[src/lcs_pkg.sv]
// Shared constants, types and helpers for the Life stencil stream unit.
package lcs_pkg;

	localparam int MAX_COLS   = 128;
	localparam int MAX_ROWS   = 128;
	localparam int COL_W      = $clog2(MAX_COLS);
	localparam int ROW_W      = $clog2(MAX_ROWS);
	localparam int SIZE_W     = 8;
	localparam int MIN_SIZE   = 3;
	localparam int GRID_RESET = 25;
	localparam int WIN_CELLS  = 3;
	localparam int CNT_W      = 4;

	// Rule B3/S23 neighbor counts.
	localparam logic [CNT_W-1:0] NBR_BIRTH   = CNT_W'(3);
	localparam logic [CNT_W-1:0] NBR_SURVIVE = CNT_W'(2);

	// Configuration register indexes.
	localparam int CFG_IDX_W = 1;
	localparam logic [CFG_IDX_W-1:0] CFG_GRID_ROWS = CFG_IDX_W'(0);
	localparam logic [CFG_IDX_W-1:0] CFG_GRID_COLS = CFG_IDX_W'(1);

	// Request from the position logic to the line store.
	typedef struct packed {
		logic             rd_en;
		logic [COL_W-1:0] rd_addr;
		logic             wr_en;
		logic [COL_W-1:0] wr_addr;
		logic             wr_top;
		logic             wr_mid;
	} ls_req_t;

	function automatic logic [SIZE_W-1:0] clamp_size(input logic [SIZE_W-1:0] v,
		input logic [SIZE_W-1:0] hi);
		logic [SIZE_W-1:0] r;
		if (v < SIZE_W'(MIN_SIZE)) begin
			r = SIZE_W'(MIN_SIZE);
		end else if (v > hi) begin
			r = hi;
		end else begin
			r = v;
		end
		return r;
	endfunction

endpackage

[src/life_cell_stencil_stream_unit.sv]
// Top level of the Life B3/S23 stencil stream unit.
//
//  channel  | direction | contents
//  s_*      | in        | tdata[0] cell_alive, tuser[0] frame_start
//  m_*      | out       | tdata[6:0] out_row, [13:7] out_col, [14] next_alive; tlast frame_last
//  cfg_*    | in        | index 0 grid_rows, index 1 grid_cols, 8-bit data
//
// One cell is taken per clock while s_tready is high; a result passes stage 1, stage 2 and the
// output register after its cell is accepted. The line store read is registered, so each cell
// passes the read register and then the window before the count is registered at the output.
// Reset clears the line store valid bits at once; no clearing pass is needed.
// An output register plus a skid stage absorb a stall; s_tready drops only while the skid
// stage is full.
module life_cell_stencil_stream_unit (
	input  logic                             clk,
	input  logic                             arst_n,
	input  logic                             s_tvalid,
	output logic                             s_tready,
	input  logic [7:0]                       s_tdata,  // [0] cell_alive
	input  logic [0:0]                       s_tuser,  // [0] frame_start
	output logic                             m_tvalid,
	input  logic                             m_tready,
	output logic [15:0]                      m_tdata,  // [6:0] out_row, [13:7] out_col, [14] next_alive
	output logic                             m_tlast,
	input  logic                             cfg_we,
	input  logic [lcs_pkg::CFG_IDX_W-1:0]    cfg_index,
	input  logic [lcs_pkg::SIZE_W-1:0]       cfg_wdata
);
	import lcs_pkg::*;

	logic [SIZE_W-1:0] rows_q, cols_q, rows_c, cols_c;
	logic [ROW_W-1:0]  row_q, r0;
	logic [COL_W-1:0]  col_q, c0;
	logic [SIZE_W-1:0] r0x, c0x, r_inc, c_inc;
	logic              adv, accept, emit0, last0;

	logic              valid_s1, cur_s1, emit_s1, last_s1;
	logic [ROW_W-1:0]  orow_s1;
	logic [COL_W-1:0]  ocol_s1, c_s1;

	logic              valid_s2, last_s2;
	logic [ROW_W-1:0]  orow_s2;
	logic [COL_W-1:0]  ocol_s2;

	ls_req_t           ls_req;
	logic              ls_top, ls_mid;

	logic [2:0]        win_in  [WIN_CELLS];
	logic [2:0]        win_col [WIN_CELLS];
	logic [1:0]        win_cnt [WIN_CELLS];
	logic              center, next_c;
	logic [CNT_W-1:0]  sum9, nbr;

	logic              out_valid_q, skid_valid_q, out_take, new_res;
	logic [14:0]       out_data_q, skid_data_q, res_data;
	logic              out_last_q, skid_last_q;

	// Configuration
	always_ff @(posedge clk or negedge arst_n) begin
		if (!arst_n) begin
			rows_q <= SIZE_W'(GRID_RESET);
			cols_q <= SIZE_W'(GRID_RESET);
		end else if (cfg_we) begin
			case (cfg_index)
				CFG_GRID_ROWS: rows_q <= cfg_wdata;
				CFG_GRID_COLS: cols_q <= cfg_wdata;
				default: ;
			endcase
		end
	end

	assign rows_c = clamp_size(rows_q, SIZE_W'(MAX_ROWS));
	assign cols_c = clamp_size(cols_q, SIZE_W'(MAX_COLS));

	// Position of the incoming cell
	assign adv      = !skid_valid_q;
	assign s_tready = adv;
	assign accept   = s_tvalid && adv;

	assign r0    = s_tuser[0] ? '0 : row_q;
	assign c0    = s_tuser[0] ? '0 : col_q;
	assign r0x   = SIZE_W'(r0);
	assign c0x   = SIZE_W'(c0);
	assign r_inc = r0x + SIZE_W'(1);
	assign c_inc = c0x + SIZE_W'(1);
	assign emit0 = (r0x >= SIZE_W'(2)) && (c0x >= SIZE_W'(2)) && (r0x < rows_c) && (c0x < cols_c);
	assign last0 = (r_inc == rows_c) && (c_inc == cols_c);

	always_ff @(posedge clk or negedge arst_n) begin
		if (!arst_n) begin
			row_q <= '0;
			col_q <= '0;
		end else if (accept) begin
			if (c_inc >= cols_c) begin
				col_q <= '0;
				row_q <= (r_inc >= rows_c) ? '0 : ROW_W'(r_inc);
			end else begin
				col_q <= COL_W'(c_inc);
				row_q <= r0;
			end
		end
	end

	// Stage 1: line store read in flight
	always_ff @(posedge clk or negedge arst_n) begin
		if (!arst_n) begin
			valid_s1 <= 1'b0;
		end else if (adv) begin
			valid_s1 <= accept;
		end
	end

	always_ff @(posedge clk) begin
		if (accept) begin
			cur_s1  <= s_tdata[0];
			emit_s1 <= emit0;
			last_s1 <= last0;
			orow_s1 <= r0 - ROW_W'(1);
			ocol_s1 <= c0 - COL_W'(1);
			c_s1    <= c0;
		end
	end

	// The cell leaving stage 1 rotates its column: the row above moves up a slot.
	always_comb begin
		ls_req.rd_en   = accept;
		ls_req.rd_addr = c0;
		ls_req.wr_en   = adv && valid_s1;
		ls_req.wr_addr = c_s1;
		ls_req.wr_top  = ls_mid;
		ls_req.wr_mid  = cur_s1;
	end

	lcs_line_store u_line_store (
		.clk    (clk),
		.arst_n (arst_n),
		.req    (ls_req),
		.rd_top (ls_top),
		.rd_mid (ls_mid)
	);

	// Window: a chain of column cells, the newest column at the highest index.
	for (genvar i = 0; i < WIN_CELLS; i++) begin : g_win
		if (i == WIN_CELLS - 1) begin : g_head
			assign win_in[i] = {cur_s1, ls_mid, ls_top};
		end else begin : g_body
			assign win_in[i] = win_col[i+1];
		end
		lcs_win_cell u_cell (
			.clk      (clk),
			.arst_n   (arst_n),
			.shift_en (adv && valid_s1),
			.col_in   (win_in[i]),
			.col_q    (win_col[i]),
			.live_cnt (win_cnt[i])
		);
	end

	// Stage 2: window holds the neighborhood of the reported cell
	always_ff @(posedge clk or negedge arst_n) begin
		if (!arst_n) begin
			valid_s2 <= 1'b0;
		end else if (adv) begin
			valid_s2 <= valid_s1 && emit_s1;
		end
	end

	always_ff @(posedge clk) begin
		if (adv && valid_s1) begin
			last_s2 <= last_s1;
			orow_s2 <= orow_s1;
			ocol_s2 <= ocol_s1;
		end
	end

	assign center = win_col[1][1];
	assign sum9   = CNT_W'(win_cnt[0]) + CNT_W'(win_cnt[1]) + CNT_W'(win_cnt[2]);
	assign nbr    = sum9 - CNT_W'(center);
	assign next_c = (nbr == NBR_BIRTH) || (center && (nbr == NBR_SURVIVE));

	assign res_data = {next_c, ocol_s2, orow_s2};
	assign new_res  = adv && valid_s2;
	assign out_take = out_valid_q && m_tready;

	// Output register with skid stage
	always_ff @(posedge clk or negedge arst_n) begin
		if (!arst_n) begin
			out_valid_q  <= 1'b0;
			skid_valid_q <= 1'b0;
		end else if (skid_valid_q) begin
			if (out_take) begin
				skid_valid_q <= 1'b0;
			end
		end else if (new_res) begin
			if (!out_valid_q || out_take) begin
				out_valid_q <= 1'b1;
			end else begin
				skid_valid_q <= 1'b1;
			end
		end else if (out_take) begin
			out_valid_q <= 1'b0;
		end
	end

	always_ff @(posedge clk) begin
		if (skid_valid_q) begin
			if (out_take) begin
				out_data_q <= skid_data_q;
				out_last_q <= skid_last_q;
			end
		end else if (new_res) begin
			if (!out_valid_q || out_take) begin
				out_data_q <= res_data;
				out_last_q <= last_s2;
			end else begin
				skid_data_q <= res_data;
				skid_last_q <= last_s2;
			end
		end
	end

	assign m_tvalid = out_valid_q;
	assign m_tdata  = {1'b0, out_data_q};
	assign m_tlast  = out_last_q;

	// The skid stage only ever holds a transaction behind a full output register.
	a_skid_behind_out: assert property (@(posedge clk) disable iff (!arst_n)
		skid_valid_q |-> out_valid_q)
		else $error("skid stage full while output register empty");

	// The skid stage fills only when the output was stalled.
	a_skid_fill: assert property (@(posedge clk) disable iff (!arst_n)
		$rose(skid_valid_q) |-> $past(out_valid_q && !m_tready))
		else $error("skid stage filled without an output stall");

	// Reported cells are interior, never on row or column zero.
	a_interior: assert property (@(posedge clk) disable iff (!arst_n)
		out_valid_q |-> (out_data_q[6:0] != 7'd0) && (out_data_q[13:7] != 7'd0))
		else $error("border cell reported");

endmodule

[src/lcs_line_store.sv]
// Two-row line store: one memory entry per column holding the rows above the incoming cell.
module lcs_line_store (
	input  logic             clk,
	input  logic             arst_n,
	input  lcs_pkg::ls_req_t req,
	output logic             rd_top,
	output logic             rd_mid
);
	import lcs_pkg::*;

	// Entry bit 0 is the row two above, bit 1 the row directly above.
	logic [1:0]          mem [MAX_COLS];
	logic [MAX_COLS-1:0] valid_q;
	logic [1:0]          mem_rd_q;
	logic                vld_rd_q;
	logic                fwd_q;
	logic [1:0]          fwd_data_q;
	logic                hit;

	assign hit = req.rd_en && req.wr_en && (req.rd_addr == req.wr_addr);

	always_ff @(posedge clk) begin
		if (req.wr_en) begin
			mem[req.wr_addr] <= {req.wr_mid, req.wr_top};
		end
		if (req.rd_en) begin
			mem_rd_q   <= mem[req.rd_addr];
			fwd_data_q <= {req.wr_mid, req.wr_top};
		end
	end

	// Entries never written read as zero, as after reset.
	always_ff @(posedge clk or negedge arst_n) begin
		if (!arst_n) begin
			valid_q  <= '0;
			vld_rd_q <= 1'b0;
			fwd_q    <= 1'b0;
		end else begin
			if (req.wr_en) begin
				valid_q[req.wr_addr] <= 1'b1;
			end
			if (req.rd_en) begin
				vld_rd_q <= valid_q[req.rd_addr];
				fwd_q    <= hit;
			end
		end
	end

	always_comb begin
		if (fwd_q) begin
			{rd_mid, rd_top} = fwd_data_q;
		end else if (vld_rd_q) begin
			{rd_mid, rd_top} = mem_rd_q;
		end else begin
			{rd_mid, rd_top} = 2'b00;
		end
	end

endmodule

[src/lcs_win_cell.sv]
// One column of the 3x3 window: holds three bits and passes them to its left neighbor.
module lcs_win_cell (
	input  logic       clk,
	input  logic       arst_n,
	input  logic       shift_en,
	input  logic [2:0] col_in,
	output logic [2:0] col_q,
	output logic [1:0] live_cnt
);
	import lcs_pkg::*;

	always_ff @(posedge clk or negedge arst_n) begin
		if (!arst_n) begin
			col_q <= '0;
		end else if (shift_en) begin
			col_q <= col_in;
		end
	end

	assign live_cnt = 2'(col_q[0]) + 2'(col_q[1]) + 2'(col_q[2]);

endmodule

[config.mk]
export PLATFORM = sky130hd
export DESIGN_NAME = life_cell_stencil_stream_unit
export DESIGN_NICKNAME = d
export VERILOG_FILES = /design/src/lcs_pkg.sv /design/src/life_cell_stencil_stream_unit.sv /design/src/lcs_line_store.sv /design/src/lcs_win_cell.sv
export SDC_FILE = /design/constraint.sdc
export NUM_CORES = 1
export LEC_CHECK = 0
export ABC_AREA = 1
export BUFFER_PORTS_ARGS = -buffer_cell sky130_fd_sc_hd__buf_2
export CAP_MARGIN = 15
export CORE_MARGIN = 10
export CORE_UTILIZATION = 35
export CTS_CLUSTER_SIZE = 12
export DETAILED_ROUTE_END_ITERATION = 7
export GPL_TIMING_DRIVEN = 1
export PLACE_DENSITY = 0.5
export SYNTH_ARGS = -nofsm -noshare
export SYNTH_HDL_FRONTEND = slang
export SYNTH_SLANG_ARGS = --single-unit
[constraint.sdc]
create_clock -name clk -period 20.6 [get_ports clk]
set_input_delay 2.06 -clock clk [delete_from_list [all_inputs] [get_ports clk]]
set_output_delay 2.06 -clock clk [all_outputs]
set_load 0.02 [all_outputs]
Yosys cells after proc, flatten, opt, wreduce, memory -nomap -nowiden
Memory sizes are Yosys's and may differ from the RTL's. A register that Yosys moved wholly into a read port is not among the register bits.
Cells that the tools add are included.
{"block": "classes", "n_addsub": 13, "n_eq_ne": 7, "muxes": 34, "bitwise_logic": 4, "magnitude_cmp": 13, "reduce_logical": 25}
{"operator": "OR 128 bit", "count": 1}
{"operator": "2-to-1 mux 15 bit", "count": 4}
{"operator": "2-to-1 mux 7 bit", "count": 5}
{"operator": "2-to-1 mux 8 bit", "count": 4}
{"operator": "2-to-1 mux 1 bit", "count": 19}
{"operator": "adder 7 x 1 -> 8 bit, second input constant", "count": 2}
{"operator": "equality test 8 bit", "count": 2}
{"operator": ">= comparator 8 bit", "count": 2}
{"operator": "greater-than comparator 8 bit, second input constant", "count": 2}
{"operator": "less-than comparator 7 x 8 -> 1 bit", "count": 2}
{"operator": "less-than comparator 7 x 8 -> 1 bit, second input constant", "count": 2}
{"operator": "less-than comparator 8 x 2 -> 1 bit, second input constant", "count": 2}
{"operator": ">= comparator 7 x 2 -> 1 bit, second input constant", "count": 2}
{"operator": "subtractor 7 x 1 -> 7 bit, second input constant", "count": 2}
{"operator": "logical AND 1 bit", "count": 13}
{"operator": "AND reduction 3 bit", "count": 3}
{"operator": "equality test 4 x 2 -> 1 bit, second input constant", "count": 2}
{"operator": "binary-select mux 1 bit (select 7 bit)", "count": 1}
{"operator": "demux 1 bit (select 7 bit)", "count": 1}
{"operator": "equality test 7 bit", "count": 1}
{"operator": ">= comparator 7 x 1 -> 1 bit, second input constant", "count": 1}
{"operator": "adder 1 x 1 -> 2 bit", "count": 3}
{"operator": "adder 2 x 1 -> 2 bit", "count": 3}
{"operator": "nonzero test 2 bit", "count": 3}
{"operator": "8 further kinds", "count": 14}
{"block": "word_totals", "ramBits": 256, "memories": 1, "out_inout_bits": 19, "register_bits": 246}
{"name": "u_line_store.mem", "words": 128, "width": 2, "read_ports": 1, "rd_clocked_by_memory_dff": 1, "write_ports": 1, "line_no": "lcs_line_store.sv:12", "source": "logic [1:0] mem [MAX_COLS];"}

Depth between registers and ports, before layout
Gate-level depths: netlist (run 1).
{"block": "logic_depth", "ltp_word": 11, "ltp_mapped": 20, "mapped_depth_nobuf": 18}

Cells and area by module
A second synthesis (run 1) with hierarchy kept.
{"block": "hier_totals", "hier_cells": 2175, "area_unflattened_um2": 22437.8}
{"mod": "lcs_line_store", "cells_per_inst": 1593, "n_inst": 1, "seq_area_each_um2": 11060.6, "area_per_inst_um2": 16602.2}
{"mod": "life_cell_stencil_stream_unit", "cells_per_inst": 540, "n_inst": 1, "seq_area_each_um2": 2990.4, "area_per_inst_um2": 5437.7}
{"mod": "lcs_win_cell", "cells_per_inst": 14, "n_inst": 3, "seq_area_each_um2": 75.1, "area_per_inst_um2": 132.6}

Least setup slack after synthesis (run 1)
No wires, ideal clock.
{"block": "synth_timing", "path_kind": "reg-to-reg", "startpoint": "reg u_line_store.fwd_q", "endpoint": "reg u_line_store.fwd_data_q[0] (data pin)", "synth_period_minus_slack_ns": 6.708, "arrival_ns": 5.494, "stages_incl_launch_ff": 2, "path_buffers": 0, "setup_time_ns": 1.214, "path_slack_ns": 13.892, "path_cell_list": "dfrtp_1 o21ai_0"}
{"block": "synth_via", "elab_chain_len": 1}
{"item": "start: declaration", "line_no": "lcs_line_store.sv:16", "source": "logic fwd_q;"}
{"item": "start signal: assignment", "line_no": "lcs_line_store.sv:44", "source": "fwd_q <= hit;"}
{"item": "2-to-1 mux 1 bit", "line_no": "lcs_line_store.sv:50", "source": "if (fwd_q) begin"}
{"item": "named net ls_mid", "line_no": "life_cell_stencil_stream_unit.sv:46", "source": "logic ls_top, ls_mid;"}
{"item": "end signal: assignment", "line_no": "lcs_line_store.sv:28", "source": "fwd_data_q <= {req.wr_mid, req.wr_top};"}
{"item": "end: declaration", "line_no": "lcs_line_store.sv:17", "source": "logic [1:0] fwd_data_q;"}
The timed path passes the listed nets, and every way through them passes these cells.
A chain may end at the register's enable or synchronous reset.

Worst setup path in the final report (run 1)
{"block": "layout_timing", "startpoint": "in s_tuser", "endpoint": "reg row_q[2]"}
{"block": "layout_via", "elab_chain_len": 5}
{"item": "start: declaration", "line_no": "life_cell_stencil_stream_unit.sv:20", "source": "input logic [0:0] s_tuser,"}
{"item": "2-to-1 mux 7 bit", "line_no": "life_cell_stencil_stream_unit.sv:80", "source": "assign r0 = s_tuser[0] ? '0 : row_q;"}
{"item": "adder 7 x 1 -> 8 bit", "line_no": "life_cell_stencil_stream_unit.sv:84", "source": "assign r_inc = r0x + SIZE_W'(1);"}
{"item": ">= comparator 8 bit", "line_no": "life_cell_stencil_stream_unit.sv:96", "source": "row_q <= (r_inc >= rows_c) ? '0 : ROW_W'(r_inc);"}
{"item": "2-to-1 mux 7 bit", "line_no": "life_cell_stencil_stream_unit.sv:96"}
{"item": "2-to-1 mux 7 bit (*)", "line_no": "life_cell_stencil_stream_unit.sv:94", "source": "if (c_inc >= cols_c) begin"}
{"item": "end signal: assignment", "line_no": "life_cell_stencil_stream_unit.sv:96"}
{"item": "end signal: assignment", "line_no": "life_cell_stencil_stream_unit.sv:99", "source": "row_q <= r0;"}
{"item": "end: declaration", "line_no": "life_cell_stencil_stream_unit.sv:32", "source": "logic [ROW_W-1:0] row_q, r0;"}
Mark *: on every way between the ends. The rest lies on a longest branch, timed or not.

==> results of run 1 <==
## per-stage QoR
stage               hold WS [ns]  util (%)  worst slack (ns)
floorplan                  0.400         -             13.89
detailed placement         0.405      36.9             14.11
global route               0.423      39.8             14.34
finish                     0.419      39.8             14.72
global placement           0.402      36.9             14.19
CTS                        0.419      39.8             14.73
## report_power, final
group / switching, W / total, W / internal [W]
logic: 0.000607 / 0.000852 / 0.000245
registers: 0.0000611 / 0.00137 / 0.00131
clock network: 0.000405 / 0.000973 / 0.000568
total: 0.00107 / 0.00319 / 0.00212
## per-layer routing
metal / global-route usage [%] / vias up
met2: 27.2 / 417
met1: 21.6 / 7871
met4: 5.39 / 0
met3: 2.49 / 110
met5: 0 / -
li1: - / 7480
## cell usage in the layout (no fill, tap or decap), types with 4 or more instances in the layout
cell type  synthesis  layout
buf_4             10      24
dfstp_2            6       6
dfrtp_1          167     166
or2_1              4       4
nand3_1          120     120
inv_2              6       6
xor2_1            16      16
o21ai_1            7       7
nand2_1          422     416
o22ai_1           21      21
ha_1              39      39
clkinv_1           2       8
a21oi_1           58      58
edfxtp_1         331     331
clkbuf_8           0      13
nand2_2            1       6
clkinv_2           0       9
nor2_4             4       6
o21ai_0          252     251
nor2_2             3       4
nor3_1            11      11
o221ai_1           7       7
nand4_1           11      11
inv_1            197     196
fa_1               6       6
clkbuf_16          0      56
nor2_1           353     350
buf_2             49      32
or2_2             41      41
o211ai_1          20      20
clkbuf_1          57      16
## final cells by class
class | count | area [um2] | area share [%]
clock inverter | 20 | 165 | 0.657
clock buffer | 84 | 1630 | 6.47
timing repair buffer | 57 | 354 | 1.41
tap | 846 | 1060 | 4.21
multi-input combinational | 1417 | 6890 | 27.4
sequential | 504 | 14300 | 56.8
antenna | 1 | 2.50 | 0.00995
inverter | 205 | 769 | 3.06
## how the worst max path moves through the flow
stage / from / end / depth (start not counted)
6_report: s_tuser / row_q[2]$_DFFE_PN0P_ / 18
5_1_grt: s_tuser / row_q[2]$_DFFE_PN0P_ / 18
4_1_cts: s_tuser / row_q[2]$_DFFE_PN0P_ / 18
3_5_place_dp: s_tuser / row_q[2]$_DFFE_PN0P_ / 18
3_3_place_gp: s_tuser / row_q[2]$_DFFE_PN0P_ / 18
2_1_floorplan: u_line_store.fwd_q$_DFFE_PN0P_ / u_line_store.fwd_data_q[0]$_DFFE_PP_ / 1
## worst max-delay path, cell delays in order
cell     delay (ns)
buf_2          0.27
inv_2          0.63
nand2_4        0.63
nor3_1         0.32
inv_1          0.10
nor3_1         0.15
inv_1          0.09
o21ai_0        0.24
inv_1          0.07
ha_1           0.30
nand2_1        0.05
nor2_1         0.12
nand4_1        0.17
nand3_1        0.27
inv_1          0.09
nor2_1         0.41
a22oi_1        0.18
o21ai_0        0.20
## flip-flops by register name, summed over array words and instances (netlist names), 2 cells and up
| register | count |
|---|---|
| out_data_q | 15 |
| row_q | 7 |
| u_line_store.mem | 256 |
| skid_data_q | 15 |
| ocol_s2 | 7 |
| orow_s2 | 7 |
| u_line_store.fwd_data_q | 2 |
| rows_q | 8 |
| cols_q | 8 |
| orow_s1 | 7 |
| ocol_s1 | 7 |
| u_line_store.valid_q | 128 |
| u_line_store.mem_rd_q | 2 |
| g_win.u_cell.col_q | 9 |
| col_q | 7 |
| c_s1 | 7 |
## logic make-up after synthesis
logic type                 synth area share (%)
xor gates and xnor gates                  0.703
and+or+nand+nor                            18.0
other                                    0.0167
AOI/OAI and AO/OA                          9.04
adders and majority gates                  2.71
buffers and inverters                      5.86
DFF                                        63.7
==> flow_summary.json, run 1 <==
{
  "hold_end": "orow_s2[3]$_DFFE_PP_",
  "r2r_slack_ns": 16.00,
  "syn-cell-area_mm2": 0.0224,
  "synthFlopType": "edfxtp_1",
  "grt_setup_unrepaired": "false",
  "power.leakage_nw": 10.1,
  "first_pass_iters": 5,
  "drc": 0,
  "finalWirelength_um": 61600,
  "synthTopCellsByCount": "nand2_1 (422), nor2_1 (353), edfxtp_1 (331)",
  "cts-root-buf": "clkbuf_16",
  "place_area_mm2": 0.0233,
  "post-route-period-util_pct": 28.5,
  "core_mm2": 0.0632,
  "grt_pass1_wl_um": 94300,
  "final_max_slew_viol_count": 0,
  "htree_levels": 2,
  "synth_nets": 2313,
  "fin_tns_setup_ns": 0,
  "ant_nets": 0,
  "grt_antenna_before_repair": 0,
  "grt_util_all_layers_pct": 16.4,
  "outcome": "completed",
  "grt_max_degree": 84,
  "end_kind": "flop",
  "pwr_density_cell_mw_per_mm2": 127,
  "grt-ovfl-total": 0,
  "skew_ns": 0.0152,
  "syn_inst": 2245,
  "post-synth-top-count-cell": "nand2_1",
  "clock_path_buffers": 3,
  "insertion_delay_ns": 0.61,
  "cts.clk_slew.worst_paths_ns": 0.06,
  "holdPathStages": 0,
  "wl_met2_um": 29100,
  "slew_headroom_pct": 22.6,
  "finalHoldViolations": 0,
  "hpwl_um": 34600,
  "ys_ff_latch": 504,
  "ir_drop_v": 0.0000647,
  "drtIter0Drc": 1466,
  "synth-edff-count": 331,
  "dp.cells": 3029,
  "dieArea_mm2": 0.0746,
  "max_freq_ghz": 0.170,
  "clock_sinks": 504,
  "drive_above_1_share_pct": 9.40,
  "seq_area_frac_synth_pct": 63.7,
  "io_pins": 42,
  "numCtsBuffers": 55,
  "die_x_um": 273,
  "cts_hold_buf": 0,
  "regToRegStartpoint": "col_q[0]$_DFFE_PN0P_",
  "avgSynthCellArea_um2": 9.99,
  "wl_per_cell_um": 19.7,
  "yosysWarnings": 0,
  "arrival_ns": 6.40,
  "gp_congestion": 0.818,
  "avgViaCountPerCell": 5.07,
  "finalNonFillerCells": 3134,
  "vias": 15900,
  "rows": 92,
  "synth_top_area_share_pct": 44.3,
  "area_delta_synth_final_pct": 12.1,
  "drv_cap": 0,
  "wl_met1_um": 27400,
  "async_flop_share_pct": 34.3,
  "crit_required_ns": 21.12,
  "nFillCells": 6299,
  "post_cts.resized_instances": 0,
  "yosysUniqueCellTypes": 44,
  "die-height_um": 273,
  "initial_utilization_pct": 35.5,
  "portBuffers": 33,
  "topRoutingLayerUsed": "met4",
  "critPathMaxFanout": 61,
  "cts_tree": "built",
  "critPathKind": "input pin to flop",
  "nets": 2308,
  "setup_viol": 0,
  "start_kind": "input pin",
  "min_from": "orow_s1[3]$_DFFE_PP_",
  "fin_area_mm2": 0.0251,
  "postCtsSetupBuffers": 0,
  "yosysTopAreaCell": "edfxtp_1",
  "grt_pass1_vias": 15800,
  "wl_met3_um": 3370,
  "r2r_cells": 17,
  "worst_hold_path_type": "flop to flop",
  "synth_area_leaders": "edfxtp_1 (44%), dfrtp_1 (19%), nand2_1 (7.1%)",
  "fin_crit_ns": 5.88,
  "finalPower_w": 0.00319,
  "timing.rr.end": "row_q[2]$_DFFE_PN0P_",
  "worst_slew_pin_slew_ns": 1.16
}
(Power assumes the default switching activity.)
==> run 2, diff against run 1 <==
- ABC_AREA: 1 -> 0
- clock period: 20.6 -> 6.1 ns (I/O delays scaled with it)
==> flow_summary.json, run 2 <==
{
  "outcome": "completed",
  "yosysUniqueCellTypes": 77,
  "area_delta_synth_final_pct": 13.0,
  "avgViaCountPerCell": 5.26,
  "gp_congestion": 0.816,
  "swShare_pct": 31.8,
  "grt_setup_unrepaired": "false",
  "cts_hold_buf": 0,
  "yosysTopAreaCell": "edfxtp_1",
  "place_area_mm2": 0.0228,
  "cts-root-buf": "clkbuf_16",
  "finalHoldViolations": 0,
  "portBuffers": 33,
  "slew_headroom_pct": 25.1,
  "critPathMaxFanout": 28,
  "crit_required_ns": 6.40,
  "synthFlopType": "edfxtp_1",
  "clock_sinks": 504,
  "drc": 0,
  "ant_nets": 0,
  "htree_levels": 2,
  "arrival_ns": 4.44,
  "syn_inst": 1612,
  "wl_per_cell_um": 22.9,
  "finalWirelength_um": 58000,
  "clockPowerShare_pct": 29.9,
  "cts_tree": "built",
  "grt-ovfl-total": 0,
  "end_kind": "flop",
  "final_max_slew_viol_count": 0,
  "post-route-period-util_pct": 67.9,
  "numCtsBuffers": 56,
  "dieArea_mm2": 0.0726,
  "finalNonFillerCells": 2537,
  "grt_pass1_vias": 13700,
  "yosysWarnings": 0,
  "grt_use_met2_pct": 24.7,
  "core_mm2": 0.0616,
  "antennaDiodeCount": 0,
  "syn-cell-area_mm2": 0.0218,
  "r2r_cells": 6,
  "io_pins": 42,
  "drtIter0Drc": 1228,
  "critPathKind": "flop to flop",
  "use_met3_pct": 2.33,
  "grt_antenna_before_repair": 0,
  "worst_slew_pin_slew_ns": 1.12,
  "fin_area_mm2": 0.0246,
  "use_met1_pct": 22.0,
  "synth_area_leaders": "edfxtp_1 (46%), dfrtp_1 (19%), or2_2 (3.7%)",
  "top_regs": "u_line_store.mem x256, u_line_store.valid_q x128",
  "postCtsSetupBuffers": 0,
  "power.leakage_nw": 9.40,
  "insertion_delay_ns": 0.62,
  "ir_drop_v": 0.000321,
  "synth-edff-count": 331,
  "p_int_w": 0.00745,
  "drv_cap": 0,
  "setup_viol": 0,
  "post-synth-top-count-cell": "edfxtp_1",
  "worst_hold_path_type": "input pin to async pin",
  "nets": 1721,
  "drive_above_1_share_pct": 22.2,
  "grt_max_degree": 130,
  "mostFrequentLayoutCell": "edfxtp_1",
  "post_cts.resized_instances": 0,
  "p_sw_w": 0.00348,
  "die_x_um": 269,
  "seq_area_frac_synth_pct": 65.6,
  "grt_util_all_layers_pct": 15.7,
  "first_pass_iters": 7,
  "grt-busiest-layer": "met2",
  "synth_top_area_share_pct": 45.7,
  "avgSynthCellArea_um2": 13.5,
  "initial_utilization_pct": 35.3,
  "regMostFlops": "u_line_store.mem",
  "die-height_um": 269,
  "hpwl_um": 36200,
  "async_flop_share_pct": 34.3,
  "max_freq_ghz": 0.242,
  "vias": 13400,
  "p_comb_share_pct": 27.2,
  "fin_crit_ns": 4.14,
  "pwr_density_cell_mw_per_mm2": 445,
  "grt_pass1_wl_um": 88500,
  "largest_reg_flops": 256,
  "synth_nets": 1680,
  "dp.cells": 2432,
  "start_kind": "flop",
  "skew_ns": 0.0304,
  "synthTopCellsByCount": "edfxtp_1 (331), nor2_1 (186), dfrtp_1 (167)",
  "p_seq_share_pct": 42.9,
  "final_cell_mix": "edfxtp_1 (331), nor2_1 (186), dfrtp_1 (165), or2_2 (129), nand2_1 (84)",
  "fin_tns_setup_ns": 0,
  "cts.clk_slew.worst_paths_ns": 0.06,
  "ys_ff_latch": 504,
  "rows": 91,
  "clock_path_buffers": 3
}
==> run 2: area by class of cell <==
| cell class | instances | area [um2] |
|---|---|---|
| fill | 5782 | 37000 |
| sequential | 504 | 14300 |
| multi-input combinational | 984 | 6880 |
| clock buffer | 95 | 1720 |
| tap | 837 | 1050 |
| timing repair buffer | 65 | 427 |
| inverter | 42 | 158 |
| clock inverter | 10 | 81.3 |
==> run 2: kinds of logic after synthesis <==
| family | Yosys count | synth area share [%] |
|---|---|---|
| other | 1 | 0.0172 |
| buffers and inverters | 124 | 2.93 |
| AND/OR/NAND/NOR | 505 | 11.3 |
| adder cells (fa/ha/maj) | 45 | 2.79 |
| AO/OA/AOI/OAI | 275 | 8.92 |
| XOR/XNOR | 27 | 1.09 |
| multiplexers | 131 | 7.36 |
| flip-flops | 504 | 65.6 |
==> run 2: worst paths after layout <==
| check | from | to | slack (ns) |
|---|---|---|---|
| setup / recovery | skid_valid_q$_DFF_PN0_ | u_line_store.mem[15][0]$_DFFE_PP_ | 1.96 |
| hold / removal | arst_n | u_line_store.valid_q[47]$_DFFE_PN0P_ | 0.05 |
| setup reg to reg | skid_valid_q$_DFF_PN0_ | u_line_store.mem[15][0]$_DFFE_PP_ | 1.96 |
| hold reg to reg | orow_s1[6]$_DFFE_PP_ | orow_s2[6]$_DFFE_PP_ | 0.42 |
| max in group asynchronous | arst_n | u_line_store.valid_q[76]$_DFFE_PN0P_ | 4.60 |
| min in group clk | m_tready | skid_valid_q$_DFF_PN0_ | 0.20 |
==> run 2: metrics by stage <==
step	hold WS (ns)	utilization [%]	power [W]	setup WS (ns)
after detailed placement	0.405	37.0	0.00775	1.80
after global routing	0.116	39.9	0.0115	1.60
final	0.0470	39.9	0.0109	1.96
after CTS	0.0958	39.9	0.0111	1.80
after floorplan	0.314	-	0.00684	1.62
after global placement	0.402	37.0	0.00770	1.83
==> run 2: worst max-delay path: stages (launching register included) <==
cell and delay (ns):
dfrtp_1 0.67, inv_1 0.29, nand2_1 0.30, inv_1 0.82, nand4_1 0.93, buf_4 0.53, nor2_1 0.26
==> run 2: routing by layer <==
metal	part of all wire [%]	wire length (um)
met3	5.4	3110
met5	0	0
met2	46	26700
met4	2.6	1510
met1	46	26700
==> run 2: power groups by stage <==
| stage | clock network [W] | registers (W) | logic (W) |
|---|---|---|---|
| CTS | 0.00336 | 0.00469 | 0.00301 |
| detailed placement | 0 | 0.00476 | 0.00300 |
| finish | 0.00327 | 0.00469 | 0.00297 |
| floorplan | 0 | 0.00468 | 0.00216 |
| global placement | 0 | 0.00474 | 0.00296 |
| global route | 0.00350 | 0.00476 | 0.00326 |
